===== config.mk =====
export PLATFORM = sky130hd
export DESIGN_NAME = mlbd_datapath
export DESIGN_NICKNAME = d
export VERILOG_FILES = /design/src/sv/mlbd_pkg.sv /design/src/sv/mlbd_datapath.sv
export SDC_FILE = /design/constraint.sdc
export NUM_CORES = 1
export LEC_CHECK = 0
export ABC_AREA = 1
export BUFFER_PORTS_ARGS = -buffer_cell sky130_fd_sc_hd__buf_2
export CORE_ASPECT_RATIO = 1.1
export CORE_UTILIZATION = 50
export CTS_BUF_LIST = sky130_fd_sc_hd__clkbuf_4
export CTS_CLUSTER_DIAMETER = 120
export DETAILED_ROUTE_END_ITERATION = 8
export GPL_TIMING_DRIVEN = 0
export PLACE_DENSITY = 0.73
export SETUP_SLACK_MARGIN = 0.5
export SYNTH_ARGS = -nofsm -noshare
export SYNTH_HDL_FRONTEND = slang
export SYNTH_SLANG_ARGS = --single-unit

===== constraint.sdc =====
create_clock -name clk_i -period 5.1 [get_ports clk_i]
set_input_delay 0.255 -clock clk_i [delete_from_list [all_inputs] [get_ports clk_i]]
set_output_delay 0.255 -clock clk_i [all_outputs]
set_load 0.02 [all_outputs]

===== src/sv/mlbd_pkg.sv =====
// ----------------------------------------------------------------------------
// mlbd_pkg
// Shared types and constants of the 2x2 box-filter mip level reducer.
// ----------------------------------------------------------------------------
package mlbd_pkg;

  localparam int unsigned CHAN_W     = 8;
  localparam int unsigned NUM_CHAN   = 4;
  localparam int unsigned PAIR_W     = CHAN_W + 1;
  localparam int unsigned SUM_W      = CHAN_W + 2;
  localparam int unsigned CFG_DATA_W = 12;
  localparam int unsigned CFG_IDX_W  = 4;

  // configuration register indexes
  localparam logic [CFG_IDX_W-1:0] REG_SOURCE_WIDTH  = CFG_IDX_W'(0);
  localparam logic [CFG_IDX_W-1:0] REG_SOURCE_HEIGHT = CFG_IDX_W'(1);

  typedef struct packed {
    logic [CHAN_W-1:0] in_red;
    logic [CHAN_W-1:0] in_green;
    logic [CHAN_W-1:0] in_blue;
    logic [CHAN_W-1:0] in_alpha;
  } pix_in_t;

  typedef struct packed {
    logic [CHAN_W-1:0] out_red;
    logic [CHAN_W-1:0] out_green;
    logic [CHAN_W-1:0] out_blue;
    logic [CHAN_W-1:0] out_alpha;
    logic              level_done;
  } pix_out_t;

  // four horizontal pair sums, one per channel
  typedef logic [NUM_CHAN-1:0][PAIR_W-1:0] pair_sum_t;

  // per-pixel decisions made at input acceptance
  typedef struct packed {
    logic hold_left;
    logic w1;
    logic h1;
    logic store;
    logic emit;
    logic done;
  } pix_ctl_t;

endpackage


===== src/sv/mlbd_datapath.sv =====
// ----------------------------------------------------------------------------
// mlbd_datapath
// Input stage, pair and block sums, and the result register.
// ----------------------------------------------------------------------------
module mlbd_datapath
  import mlbd_pkg::*;
#(
  parameter int unsigned ADDR_W = 10
) (
  input  logic              clk_i,
  input  logic              rst_ni,
  input  logic              in_valid_i,
  output logic              in_ready_o,
  input  pix_in_t           in_data_i,
  input  pix_ctl_t          ctl_i,
  input  logic [ADDR_W-1:0] addr_i,
  input  pair_sum_t         line_rd_i,
  output logic              line_wr_en_o,
  output logic [ADDR_W-1:0] line_wr_addr_o,
  output pair_sum_t         line_wr_data_o,
  output logic              out_valid_o,
  input  logic              out_ready_i,
  output pix_out_t          out_data_o
);

  logic                           s1_valid_q;
  pix_in_t                        s1_px_q;
  pix_in_t                        s1_left_q;
  pix_ctl_t                       s1_ctl_q;
  logic [ADDR_W-1:0]              s1_addr_q;
  pix_in_t                        held_left_q;
  logic                           out_valid_q;
  pix_out_t                       out_data_q;
  pix_out_t                       out_data_d;
  logic                           in_accept, s1_adv, s2_free;
  logic [NUM_CHAN-1:0][CHAN_W-1:0] px, left;
  pair_sum_t                      pair;
  logic [NUM_CHAN-1:0][SUM_W-1:0] sum;

  assign s2_free    = !out_valid_q || out_ready_i;
  assign s1_adv     = s1_valid_q && (!s1_ctl_q.emit || s2_free);
  assign in_ready_o = !s1_valid_q || s1_adv;
  assign in_accept  = in_valid_i && in_ready_o;

  always_comb begin
    px   = {s1_px_q.in_red, s1_px_q.in_green, s1_px_q.in_blue, s1_px_q.in_alpha};
    left = {s1_left_q.in_red, s1_left_q.in_green, s1_left_q.in_blue, s1_left_q.in_alpha};
    for (int c = 0; c < NUM_CHAN; c++) begin
      // one-pixel-wide source: edge replicate horizontally
      pair[c] = s1_ctl_q.w1 ? {px[c], 1'b0} : ({1'b0, left[c]} + {1'b0, px[c]});
      sum[c]  = s1_ctl_q.h1 ? {pair[c], 1'b0} : ({1'b0, line_rd_i[c]} + {1'b0, pair[c]});
    end
    out_data_d.out_red    = sum[3][SUM_W-1:2];
    out_data_d.out_green  = sum[2][SUM_W-1:2];
    out_data_d.out_blue   = sum[1][SUM_W-1:2];
    out_data_d.out_alpha  = sum[0][SUM_W-1:2];
    out_data_d.level_done = s1_ctl_q.done;
  end

  assign line_wr_en_o   = s1_valid_q && s1_ctl_q.store;
  assign line_wr_addr_o = s1_addr_q;
  assign line_wr_data_o = pair;

  always_ff @(posedge clk_i or negedge rst_ni) begin
    if (!rst_ni) begin
      s1_valid_q  <= 1'b0;
      held_left_q <= '0;
      out_valid_q <= 1'b0;
    end else begin
      if (in_accept) begin
        s1_valid_q <= 1'b1;
      end else if (s1_adv) begin
        s1_valid_q <= 1'b0;
      end
      if (in_accept && ctl_i.hold_left) begin
        held_left_q <= in_data_i;
      end
      if (s1_adv && s1_ctl_q.emit) begin
        out_valid_q <= 1'b1;
      end else if (out_ready_i) begin
        out_valid_q <= 1'b0;
      end
    end
  end

  always_ff @(posedge clk_i) begin
    if (in_accept) begin
      s1_px_q   <= in_data_i;
      s1_left_q <= held_left_q;
      s1_ctl_q  <= ctl_i;
      s1_addr_q <= addr_i;
    end
    if (s1_adv && s1_ctl_q.emit) begin
      out_data_q <= out_data_d;
    end
  end

  assign out_valid_o = out_valid_q;
  assign out_data_o  = out_data_q;

  a_store_emit_excl: assert property (@(posedge clk_i) disable iff (!rst_ni)
    s1_valid_q |-> !(s1_ctl_q.store && s1_ctl_q.emit))
    else $error("pixel both stores and emits");

  a_emit_lands: assert property (@(posedge clk_i) disable iff (!rst_ni)
    s1_adv && s1_ctl_q.emit |=> out_valid_q)
    else $error("emitted pixel lost at result register");

endmodule


==> results.json <==
{
  "status": "completed",
  "fmax_mhz": 313,
  "cts_sinks": 146,
  "cts_root_buffer": "clkbuf_4",
  "ys_seq_area_share_pct": 47.5,
  "startpoint": "px[24]$_DFFE_PP_",
  "wl_per_cell_um": 14.8,
  "cts-buffers-inserted": 17,
  "crit_type": "reg2reg",
  "synthArstFlopShare_pct": 23.3,
  "yosys-top-cells-count": "248 x nand2_1, 122 x inv_1, 112 x edfxtp_1",
  "period_share_pct": 62.5,
  "syn_area_per_cell_um2": 9.52,
  "synthDistinctLibCells": 44,
  "ant_nets": 0,
  "synth.most_common_cell": "nand2_1",
  "overflow": 0,
  "synth_top_area_share_pct": 37.9,
  "clock_path_buffers": 2,
  "grt_pass1_vias": 6546,
  "start_util_pct": 51.6,
  "syn_inst": 932,
  "fin_crit_ns": 3.19,
  "nets": 1332,
  "dr.pass1.iters": 5,
  "rsz0062_at_grt": "false",
  "die_w_um": 129,
  "end_kind": "flop",
  "drt_iter0_markers": 487,
  "area_growth_pct": 21.8,
  "cts_setup_buffers": 0,
  "die-area_um2": 18300,
  "r2r-start": "px[24]$_DFFE_PP_",
  "yosys_warnings": 0,
  "antenna_found_initial": 1,
  "fp.dieH_um": 142,
  "synth-seq-cells": 146,
  "fillers": 1502,
  "slew_viol_final": 0,
  "wl_mm": 21.0,
  "core_um2": 17200,
  "grt_pass1_wl_mm": 32.9,
  "final_layout_size_suffix_gt1_share_pct": 24.6,
  "via_count": 7008,
  "maxCapViolCount": 0,
  "syn_nets": 1092,
  "max_slew_margin_pct": 43.6,
  "path_max_fanout": 4,
  "grt_max_degree": 81,
  "yosys.area.top_type": "edfxtp_1",
  "hold_violations": 0,
  "peakVddDrop_v": 0.000175,
  "hp-class": "in2reg",
  "worstSetupStartpointType": "flop",
  "fin_tns_setup_ns": 0,
  "htreeDepth": 4,
  "worstHoldStart": "ctl_i[5]",
  "fp-row-count": 50,
  "worst_pin_slew_ns": 0.846,
  "synthesis.area_um2": 8870,
  "insertion_delay_ns": 0.57,
  "cts_tree": "built",
  "ioPinCount": 170,
  "clk_pin_slew_worst_paths_ns": 0.14,
  "worst_clock_skew_ns": 0.0208,
  "holdWs_ns": 0.115,
  "routed_via_density": 4.94,
  "synth_edf_count": 112,
  "synthFlopType": "edfxtp_1",
  "grt_usage_pct": 24.0,
  "place.gp.congestion": 0.897,
  "drcViolationCount": 0,
  "finalSetupViolCount": 0,
  "port-buffer-count": 169,
  "dp_hpwl_mm": 16.1,
  "required_ns": 5.44,
  "post_cts.resized_instances": 0,
  "powerDensity_nw_per_um2": 306,
  "arrival_ns": 3.53,
  "total_leakage_power_nw": 5.35,
  "ys_top_cells_by_area": "edfxtp_1 38%, nand2_1 10%, dfrtp_1 9.6%"
}
## sequential cells by signal, indices dropped and copies added, names as in the netlist
| register | count |
|---|---|
| line_wr_addr_o | 10 |
| s1_valid_q | 1 |
| held_left_q | 32 |
| out_valid_o | 1 |
| left | 32 |
| out_data_d | 1 |
| out_data_o | 33 |
| px | 32 |
| s1_ctl_q | 4 |
## final cells by class
type                            count  area [um2]  share of cell area, %
Sequential cell                   146        4210                   39.0
Multi-Input combinational cell    643        4050                   37.5
Timing Repair Buffer              221        1390                   12.9
Buffer                             17         136                   1.26
Antenna cell                        1        2.50                 0.0232
Inverter                          126         473                   4.38
Tap cell                          234         293                   2.71
Clock buffer                       17         128                   1.18
Clock inverter                     15         110                   1.02
## cells in the final DEF (no fill, tap or decap), drive strengths merged
master and n:
edfxtp 112, ha 68, a211o 1, nand4 7
or2 19, nor2 41, nand2 265, and2 3
o21bai 8, diode 1, xnor2 9, dlygate4sd3 50
a21boi 9, buf 184, fa 4, clkinvlp 4
a31oi 1, inv 129, nand3 83, clkinv 8
mux2 32, nand3b 9, o22ai 2, a21oi 38
o21ai 33, clkbuf 21, dfrtp 34, nor3 4
o2111ai 2, xor2 5
## power breakdown
group          total [mW]  switching [mW]  internal [mW]
sequential           1.49          0.0543           1.44
clock               0.642           0.447          0.195
combinational        1.17           0.706          0.465
## metal layers
layer	GRT usage, %	wire, um	vias to the layer above
met5	0	0	-
met4	7.68	330	0
met1	33.4	10200	3209
met3	3.70	834	21
met2	38.4	9670	179
li1	-	-	3599
## logic make-up after synthesis
kind of cell,after synthesis,share of synthesized area (%)
and+or+nand+nor,431,22.4
DFF,146,47.5
buffers and inverters,143,6.87
AOI/OAI and AO/OA,94,6.04
adders and majority gates,72,10.5
muxes,32,5.33
xor gates and xnor gates,14,1.38
## metrics by stage
step | cells | instance area, um2 | utilization [%] | setup WS [ns] | total power, mW
finish | 1420 | 10800 | 62.8 | 1.91 | 3.31
global route | 1420 | 10800 | 62.8 | 1.69 | 3.52
CTS | 1418 | 10800 | 62.6 | 1.97 | 3.31
detailed placement | 1336 | 10000 | 58.3 | 1.98 | 2.65
global placement | 1335 | 10000 | 58.2 | 1.97 | 2.62
floorplan | 932 | 8870 | - | 2.06 | 2.33
## path summary, 6_finish.rpt
kind,slack (ns),cells past startpoint,end
max in group asynchronous,4.24,2,s1_valid_q$_DFFE_PN0P_
min in group asynchronous,0.31,2,held_left_q[0]$_DFFE_PN0P_
worst min-delay path,0.12,3,held_left_q[15]$_DFFE_PN0P_
worst max-delay path,1.91,13,out_data_o[32]$_DFFE_PP_
worst max register to register,1.91,13,out_data_o[32]$_DFFE_PP_
worst min register to register,0.44,0,out_data_o[0]$_DFFE_PP_
## critical path: stages, from the launching register on
cell and delay, ns:
edfxtp_1 0.44, ha_1 0.25, fa_1 0.41, xnor2_1 0.14, o21ai_0 0.58, ha_1 0.41
a21oi_1 0.22, o21ai_2 0.11, nand2_1 0.10, nand2_1 0.07, nand3_1 0.07, nand2_1 0.06
nand2_1 0.05, nand2_1 0.05
## what timing repair did
item | in CTS | in global routing
endpoints found under the hold margin | 115 | 0
hold buffers | 50 | 0
setup endpoints to repair | 0 | 0
Note: power is estimated with default switching activity, not from simulation.
