File: src/sv/mlbd_pkg.sv
// ----------------------------------------------------------------------------
// mlbd_pkg
// Shared types and constants of the 2x2 box-filter mip level reducer.
// ----------------------------------------------------------------------------
package mlbd_pkg;

  localparam int unsigned CHAN_W     = 8;
  localparam int unsigned NUM_CHAN   = 4;
  localparam int unsigned PAIR_W     = CHAN_W + 1;
  localparam int unsigned SUM_W      = CHAN_W + 2;
  localparam int unsigned CFG_DATA_W = 12;
  localparam int unsigned CFG_IDX_W  = 4;

  // configuration register indexes
  localparam logic [CFG_IDX_W-1:0] REG_SOURCE_WIDTH  = CFG_IDX_W'(0);
  localparam logic [CFG_IDX_W-1:0] REG_SOURCE_HEIGHT = CFG_IDX_W'(1);

  typedef struct packed {
    logic [CHAN_W-1:0] in_red;
    logic [CHAN_W-1:0] in_green;
    logic [CHAN_W-1:0] in_blue;
    logic [CHAN_W-1:0] in_alpha;
  } pix_in_t;

  typedef struct packed {
    logic [CHAN_W-1:0] out_red;
    logic [CHAN_W-1:0] out_green;
    logic [CHAN_W-1:0] out_blue;
    logic [CHAN_W-1:0] out_alpha;
    logic              level_done;
  } pix_out_t;

  // four horizontal pair sums, one per channel
  typedef logic [NUM_CHAN-1:0][PAIR_W-1:0] pair_sum_t;

  // per-pixel decisions made at input acceptance
  typedef struct packed {
    logic hold_left;
    logic w1;
    logic h1;
    logic store;
    logic emit;
    logic done;
  } pix_ctl_t;

endpackage

File: src/sv/mlbd_ctrl.sv
// ----------------------------------------------------------------------------
// mlbd_ctrl
// Size registers, source position counters and per-pixel decisions.
// ----------------------------------------------------------------------------
module mlbd_ctrl
  import mlbd_pkg::*;
#(
  parameter int unsigned MAX_SIDE = 2048,
  parameter int unsigned CNT_W    = $clog2(MAX_SIDE),
  parameter int unsigned ADDR_W   = 10
) (
  input  logic                  clk_i,
  input  logic                  rst_ni,
  input  logic                  cfg_valid_i,
  input  logic [CFG_IDX_W-1:0]  cfg_index_i,
  input  logic [CFG_DATA_W-1:0] cfg_data_i,
  input  logic                  accept_i,
  output pix_ctl_t              ctl_o,
  output logic [ADDR_W-1:0]     addr_o
);

  localparam int unsigned LINE_DEPTH = (MAX_SIDE / 2 > 0) ? MAX_SIDE / 2 : 1;
  localparam int unsigned SIDE_W     = $clog2(MAX_SIDE + 1);
  localparam int unsigned EXT_W      = SIDE_W + 1;

  logic [CFG_DATA_W-1:0] width_q, height_q;
  logic [CNT_W-1:0]      col_q, col_d, row_q, row_d;
  logic [SIDE_W-1:0]     w, h;
  logic [EXT_W-1:0]      col_p1, row_p1, nw, nh, ox_ext, oy_ext;
  logic [CNT_W-1:0]      ox;
  logic                  col_last, row_last, single, have_pair, ox_ok;

  // clamp sizes to 1..MAX_SIDE
  always_comb begin
    if (width_q == '0) begin
      w = SIDE_W'(1);
    end else if (32'(width_q) > MAX_SIDE) begin
      w = SIDE_W'(MAX_SIDE);
    end else begin
      w = SIDE_W'(width_q);
    end
    if (height_q == '0) begin
      h = SIDE_W'(1);
    end else if (32'(height_q) > MAX_SIDE) begin
      h = SIDE_W'(MAX_SIDE);
    end else begin
      h = SIDE_W'(height_q);
    end
  end

  always_comb begin
    col_p1   = EXT_W'(col_q) + EXT_W'(1);
    row_p1   = EXT_W'(row_q) + EXT_W'(1);
    col_last = col_p1 >= EXT_W'(w);
    row_last = row_p1 >= EXT_W'(h);
    single   = (w == SIDE_W'(1)) && (h == SIDE_W'(1));
    nw       = (w > SIDE_W'(1)) ? EXT_W'(w >> 1) : EXT_W'(1);
    nh       = (h > SIDE_W'(1)) ? EXT_W'(h >> 1) : EXT_W'(1);
    ox       = (w == SIDE_W'(1)) ? '0 : (col_q >> 1);
    ox_ext   = EXT_W'(ox);
    oy_ext   = EXT_W'(row_q >> 1);
    ox_ok    = 32'(ox) < LINE_DEPTH;
    have_pair = !single && ((w == SIDE_W'(1)) || col_q[0]);

    ctl_o.w1        = (w == SIDE_W'(1));
    ctl_o.h1        = (h == SIDE_W'(1));
    ctl_o.hold_left = !single && !ctl_o.w1 && !col_q[0] && !col_last;
    ctl_o.store     = have_pair && ox_ok && !ctl_o.h1 && !row_q[0] && !row_last;
    ctl_o.emit      = have_pair && ox_ok && (ctl_o.h1 || row_q[0]);
    ctl_o.done      = (ox_ext + EXT_W'(1) == nw) && (oy_ext + EXT_W'(1) == nh);
    addr_o          = ADDR_W'(ox);
  end

  // raster position of the next pixel
  always_comb begin
    col_d = col_q;
    row_d = row_q;
    if (accept_i) begin
      if (col_last) begin
        col_d = '0;
        row_d = row_last ? '0 : CNT_W'(row_p1);
      end else begin
        col_d = CNT_W'(col_p1);
      end
    end
  end

  always_ff @(posedge clk_i or negedge rst_ni) begin
    if (!rst_ni) begin
      width_q  <= CFG_DATA_W'(1);
      height_q <= CFG_DATA_W'(1);
      col_q    <= '0;
      row_q    <= '0;
    end else if (cfg_valid_i &&
                 (cfg_index_i == REG_SOURCE_WIDTH || cfg_index_i == REG_SOURCE_HEIGHT)) begin
      // a size write restarts the level
      if (cfg_index_i == REG_SOURCE_WIDTH) begin
        width_q <= cfg_data_i;
      end else begin
        height_q <= cfg_data_i;
      end
      col_q <= '0;
      row_q <= '0;
    end else begin
      col_q <= col_d;
      row_q <= row_d;
    end
  end

  a_col_in_range: assert property (@(posedge clk_i) disable iff (!rst_ni)
    EXT_W'(col_q) < EXT_W'(w) && EXT_W'(row_q) < EXT_W'(h))
    else $error("position counter beyond source size");

  a_level_wrap: assert property (@(posedge clk_i) disable iff (!rst_ni)
    accept_i && col_last && row_last && !cfg_valid_i |=> col_q == '0 && row_q == '0)
    else $error("counters did not wrap after last pixel of level");

endmodule

File: config.mk
export PLATFORM = sky130hd
export DESIGN_NAME = mlbd_ctrl
export DESIGN_NICKNAME = d
export VERILOG_FILES = /design/src/sv/mlbd_pkg.sv /design/src/sv/mlbd_ctrl.sv
export SDC_FILE = /design/constraint.sdc
export NUM_CORES = 1
export LEC_CHECK = 0
export BUFFER_PORTS_ARGS = -buffer_cell sky130_fd_sc_hd__buf_2
export CAP_MARGIN = 20
export CORE_MARGIN = 3
export CORE_UTILIZATION = 40
export DETAILED_ROUTE_END_ITERATION = 12
export PLACE_DENSITY = 0.67
export SKIP_LAST_GASP = 1
export SYNTH_ARGS = -nofsm -noshare
export SYNTH_HDL_FRONTEND = slang
export SYNTH_SLANG_ARGS = --single-unit
File: constraint.sdc
create_clock -name clk_i -period 4.45 [get_ports clk_i]
set_input_delay 0.6675 -clock clk_i [delete_from_list [all_inputs] [get_ports clk_i]]
set_output_delay 0.6675 -clock clk_i [all_outputs]
set_load 0.05 [all_outputs]
==> results by group, run 1 <==
Timing
  • Fin crit period: 4.23 ns
  • Final Slew Violations: 0
  • Final hold slack: 0.184 ns
  • Fin. Hold Viols: 0
  • Relative slew slack: 29.4%
  • Final worst-path cycle share: 95.1%
  • Clock Skew: 0.0135 ns
  • Max Freq: 0.236 GHz
  • RSZ-0062 raised after global routing: no
  • Final setup viols: 0
  • Total Neg Setup Slack: 0 ns
  • Slew @ Worst Pin: 1.05 ns

Detailed routing
  • Routed wire length: 9890 um
  • Initial DRC Count: 260
  • DR vias/cell: 5.86
  • DRT Pass-1 Iters: 4
  • Vias: 3238
  • DRC viols: 0
  • Post-DRT Antenna Nets: 0
  • Avg WL per Cell: 17.9 um

Worst setup path
  • Slowest cell on crit path: or4b_1
  • Critical Path RT: 3.78 ns
  • CP Capture Point: ctl_o[0]
  • Crit end category: primary output
  • Worst Reg-to-Reg Cells: 11
  • Largest stage delay, worst path: 0.54 ns
  • WP data arrival: 3.57 ns
  • WS Path Type: flip-flop to primary output
  • Worst Setup SP: width_q[10]
  • CP startpoint kind: flip-flop
  • Reg-to-reg slack, setup: 0.71 ns
  • Crit-path cells: nor4_4, nand3_2, nor2_2, buf_6, nor2b_2, ha_1, nand2b_1, o21ai_0, a2111oi_2, nand4_1, or4b_1, nor4_4, buf_6
  • Bufs and invs on worst path: 2
  • Worst reg2reg endpoint: row_q[0]
  • Top delay family on crit path: simple AND/OR/NAND/NOR gates
  • Worst-path maximum fanout: 14
  • R2R Path Start: row_q[2]
  • WP depth: 13

Run status
  • Outcome: finished, final reports clean

Floorplanning
  • Die height: 103 um
  • Die ar.: 10600 um2
  • Chip Width: 103 um
  • FP Rows: 34
  • I/O pins: 36
  • Initial Utilization: 42.1%
  • Core area: 8930 um2

GRT
  • Grt ovf: 0
  • Global-route wire length before repair: 16300 um
  • Largest net degree at the start of global routing: 47
  • Initial antenna violation count: 0
  • Vias in the first global route: 3168
  • Tot GR Track Use: 19.6%

Yosys
  • Syn Std Cell Area: 3760 um2
  • Seq/Total Area, Yosys: 30.6%
  • Post-synth EDFFs: 0
  • Unique cell type count in the Yosys netlist: 67
  • Synthesis Warnings: 0
  • Ys flop type: dfrtp_1
  • Syn_nets: 468
  • Gate Count Post-Synth: 420
  • Ys async rst share: 100%
  • Syn_area_per_cell: 8.96 um2
  • Seq cells post-synth: 46

Clocking
  • Worst-path clk slew: 0.11 ns
  • CTS buffer count: 5
  • CTS tree: done
  • CTS hold repair buffers: 0
  • Clk buf depth: 2
  • Clock Tree Root: clkbuf_8
  • CTS HTree Levels: 2
  • Worst skew pair latency: 0.31 ns
  • Sinks on Clock Net: 46

Pwr
  • Combinational power share: 48.1%
  • Leak pwr: 0.00182 uW
  • Clock power share: 15.3%
  • Power per cell area: 448 nW/um2
  • Max VDD drop: 0.000252 V
  • Net Sw Frac: 46.3%
  • Switching pwr: 861 uW
  • Internal cell power: 1000 uW
  • Flop pwr share: 36.6%
  • Final Power: 1860 uW

Finish
  • Share of layout cells above drive strength 1: 21.8%
  • Multi-input logic area: 2490 um2
  • Design area: 4150 um2
  • Layout Nets: 492
  • P&R area growth vs syn: 10.3%
  • Fill cells: 881
  • Register area: 1160 um2
  • Commonest non-fill, non-tap cell in the layout: nand2_1
  • Most frequent cells in the layout: nand2_1 (44), dfrtp_1 (39), buf_2 (34)
  • # diodes: 0

Placed design
  • PortBufs: 35
  • Hpwl dp: 7590 um
  • Routability cong.: 0.914
  • Placed Area: 4000 um2

Hold path
  • Min-Delay Path Class: input port to async pin

Run
  • Max cap viols: 0
## registers in the layout (all words and copies together), names as in the netlist
signal    count
row_q        11
col_q        11
height_q     12
width_q      12
## layer usage
layer  vias to the layer above  GRT usage [%]  share of wire (%)
met2                        99           30.4                 47
met4                         0           6.57                2.8
met5                         -              0                  0
met3                        19           2.71                3.9
met1                      1562           28.2                 47
li1                       1558              -                  -
## worst min-delay path by stage
stage                          start         end  slack, ns  cells past startpoint
after floorplan               rst_ni    col_q[0]       0.37                      0
after global placement    width_q[0]  width_q[0]       0.52                      2
after detailed placement  width_q[0]  width_q[0]       0.52                      2
after CTS                 width_q[0]  width_q[0]       0.54                      2
after global routing          rst_ni    row_q[0]       0.18                      1
final                         rst_ni    row_q[2]       0.18                      1
## worst register-to-register path: stages (launching register included)
cell       delay [ns]
dfrtp_1          0.47
ha_1             0.31
and3_1           0.28
nand2_1          0.10
xnor2_1          0.27
ha_1             0.30
a21o_1           0.18
a2111oi_0        0.40
o21ai_0          0.20
a21bo_2          0.26
nor2_1           0.63
mux2_2           0.29
## cell families (layout without fill, tap and decap cells)
family                   after synthesis  after routing  synth area share, %
XOR/XNOR                              39             39                 9.07
multiplexers                          27             27                 8.01
adder cells (fa/ha/maj)               28             28                 9.31
flip-flops                            46             46                 30.6
AND/OR/NAND/NOR                      160            160                 23.1
buffers and inverters                 33             58                 4.09
AO/OA/AOI/OAI                         87             87                 15.8
## through the flow
stage          setup WS, ns  utilization, %  cells
2_1_floorplan         0.100               -    420
5_1_grt              0.0155            46.5    553
4_1_cts             0.00764            45.9    550
6_report              0.216            46.5    553
3_5_place_dp          0.313            44.7    542
3_3_place_gp          0.451            44.7    542
## layout make-up
| type | instances | area share (%) |
|---|---|---|
| repair buffers | 41 | 5.84 |
| clock buffers | 5 | 1.66 |
| well taps | 108 | 3.25 |
| flip-flops and latches | 46 | 27.9 |
| inverters | 9 | 0.813 |
| clock inverters | 3 | 0.663 |
| multi-input cells | 341 | 59.8 |
## synthesized netlist by cell type (all sizes together), types with 2 or more instances
library cell	instances	area share [%]
xnor2	25	5.8
o2111ai	3	0.70
and3b	2	0.50
xor2	14	3.3
nand3	28	4.0
and2	3	0.50
nor4	5	1.8
inv	9	0.90
a21o	6	1.2
mux2i	2	0.53
dfstp	2	1.4
buf	10	1.8
nand4	6	1.4
a21oi	21	3.1
nand2b	8	1.7
o31a	2	0.47
o21ai	19	2.5
nand2	44	4.4
or4b	2	0.53
a31oi	5	0.83
nor3	6	0.80
nor2	33	3.4
and3	2	0.33
nor2b	14	2.3
ha	28	9.3
a2111oi	2	0.63
a22o	10	2.3
dfrtp	44	29
o22ai	3	0.50
mux2	25	7.5
clkbuf	14	1.4
a211oi	2	0.40
o211ai	3	0.60
## power groups by stage
stage	logic [uW]	registers, uW	clock network [uW]
floorplan	733	603	0
global placement	869	672	0
detailed placement	879	681	0
CTS	886	673	291
global route	984	700	314
finish	895	682	285
## repair_timing
item                                    CTS  global route
pin swaps                                 0             2
buffers inserted                          0             2
endpoints found under the setup margin    1             2
gates resized for setup                   1             9
No activity file was read; power rests on OpenSTA's default activity.
==> run 2: changes to the inputs <==
- BUFFER_PORTS_ARGS: -buffer_cell sky130_fd_sc_hd__buf_2 -> -buffer_cell sky130_fd_sc_hd__buf_4
==> run 2 against run 1 <==
Net effect:
- global-route usage increased by 0.31 points
- clock skew fell by 0.0029 ns
- sequential power down 1%
- largest power group unchanged
- utilization increased by 0.80 points
- non-clock buffer count shrank 1
- count of clock-buffer cells in the layout unchanged
- largest cell class unchanged
- hold slack improved by 0.16 ns
==> results by group, run 2 (synthesis results as in run 1) <==
Timing
  • Relative slew slack: 34.6% (+5.2 points)
  • Fin. Hold Viols: 0 (unchanged)
  • Final WS setup: 0.207 ns (-0.00941 ns)
  • Final setup viols: 0 (unchanged)
  • Fin crit period: 4.24 ns (+0.00941 ns)
  • Clock Skew: 0.0105 ns (-0.00293 ns)
  • Slew @ Worst Pin: 0.977 ns (-0.0781 ns)
  • Total Neg Setup Slack: 0 ns (unchanged)
  • Final worst-path cycle share: 95.4% (+0.21 points)
  • RSZ-0062 raised after global routing: no
  • Final Slew Violations: 0 (unchanged)
  • Final hold slack: 0.344 ns (+0.159 ns)
  • Max Freq: 0.236 GHz (-0.22%)

GRT
  • Grt ovf: 0 (unchanged)
  • Vias in the first global route: 3114 (-1.7%)
  • Initial antenna violation count: 0 (unchanged)
  • Largest net degree at the start of global routing: 47 (unchanged)
  • Tot GR Track Use: 19.9% (+0.31 points)
  • Global-route wire length before repair: 16400 um (+0.55%)

Clocking
  • Clk buf depth: 2 (unchanged)
  • Worst skew pair latency: 0.32 ns (about the same)
  • Postcts setup bufs: 0 (unchanged)
  • Clock Tree Root: clkbuf_8
  • CTS tree: done
  • Sinks on Clock Net: 46 (unchanged)
  • CTS buffer count: 5 (unchanged)
  • CTS HTree Levels: 2 (unchanged)
  • Worst-path clk slew: 0.11 ns (about the same)
  • CTS hold repair buffers: 0 (unchanged)

Finish
  • Layout Nets: 491 (-0.20%)
  • Fill cells: 874 (-0.79%)
  • Fin util: 47.3% (+0.80 points)
  • P&R area growth vs syn: 12.2%
  • # diodes: 0 (unchanged)
  • Commonest non-fill, non-tap cell in the layout: nand2_1
  • Regs by FF count: height_q x12, width_q x12
  • Share of layout cells above drive strength 1: 21.4% (-0.40 points)
  • Most frequent cells in the layout: nand2_1 (44), dfrtp_1 (42), buf_4 (39)

Hold path
  • Min-Delay Path Class: input port to async pin

Floorplanning
  • Die ar.: 10600 um2 (unchanged)
  • Initial Utilization: 42.1% (unchanged)
  • Die height: 103 um (unchanged)
  • Core area: 8930 um2 (unchanged)
  • FP Rows: 34 (unchanged)
  • Chip Width: 103 um (unchanged)
  • I/O pins: 36 (unchanged)

Run
  • Max cap viols: 0 (unchanged)

Worst setup path
  • Worst-path maximum fanout: 10 (-4)
  • Critical Path RT: 3.78 ns (about the same)
  • WS Path Type: flip-flop to primary output
  • WP data arrival: 3.58 ns (about the same)
  • Crit end category: primary output
  • CP startpoint kind: flip-flop

Placed design
  • Hpwl dp: 7870 um (+3.7%)
  • Routability cong.: 0.974 (+6.6%)
  • PortBufs: 35 (unchanged)
  • Pre-CTS setup slack: 0.388 ns (+0.0754 ns)

Detailed routing
  • Initial DRC Count: 247 (-5.0%)
  • Vias: 3230 (-0.25%)
  • DRC viols: 0 (unchanged)
  • DR vias/cell: 5.85 (about the same)
  • Avg WL per Cell: 18.3 um (+2.5%)
  • DRT Pass-1 Iters: 4 (unchanged)
  • Post-DRT Antenna Nets: 0 (unchanged)
  • Routed wire length: 10100 um (+2.3%)

Pwr
  • Max VDD drop: 0.000248 V (-1.6%)
  • Power per cell area: 451 nW/um2 (+0.67%)
  • Leak pwr: 0.00184 uW (+0.77%)

Run status
  • Outcome: finished, final reports clean
run 2: worst max-delay path, cell delays in order, from the launching register on:
cell and delay [ns]:
dfrtp_2 0.46, nor4_4 0.37, nand3_4 0.17, nor2_2 0.14, buf_4 0.19, nor2b_2 0.07, ha_2 0.32, inv_1 0.05
a221oi_2 0.25, a21oi_1 0.06, a31oi_1 0.14, nand4_1 0.14, or4b_4 0.53, nor4_4 0.16, buf_6 0.19
run 2: timing repair:
item                                    4_1_cts  5_1_grt
endpoints found under the setup margin        0        1
resized for setup                             0        8
hold endpoints to repair                      0        0
run 2: layout make-up:
type                    instances  area (um2)  area share, %
clock buffers                   5        68.8           1.63
clock inverters                 3        27.5          0.651
inverters                       9        33.8          0.800
multi-input cells             341        2500           59.2
flip-flops and latches         46        1160           27.4
well taps                     108         135           3.20
repair buffers                 40         304           7.20
run 2: layer usage:
metal  share of wire (%)  track usage (%)
met3                 4.7             2.10
met1                  46             28.3
met4                 1.4             5.48
met5                   0                0
met2                  48             32.3
run 2: final timing paths:
path / start / end / slack, ns / cells after the start
max: width_q[9] / ctl_o[0] / 0.21 / 14
min: rst_ni / row_q[2] / 0.34 / 1
max reg2reg: row_q[2] / row_q[0] / 0.76 / 11
min reg2reg: width_q[0] / width_q[0] / 0.52 / 2
max in group asynchronous: rst_ni / width_q[7] / 3.67 / 1
min in group clk_i: width_q[0] / width_q[0] / 0.52 / 2
run 2: through the flow:
step	std cells	cell area [um2]	total power [uW]
global route	552	4230	2030
global placement	544	4100	1580
floorplan	420	3780	1340
CTS	552	4200	1890
finish	552	4230	1910
detailed placement	544	4100	1600
run 2: where the power goes:
part	total, uW	internal [uW]	switching, uW
logic	940	400	540
registers	672	507	165
clock network	294	117	177
total	1910	1020	882
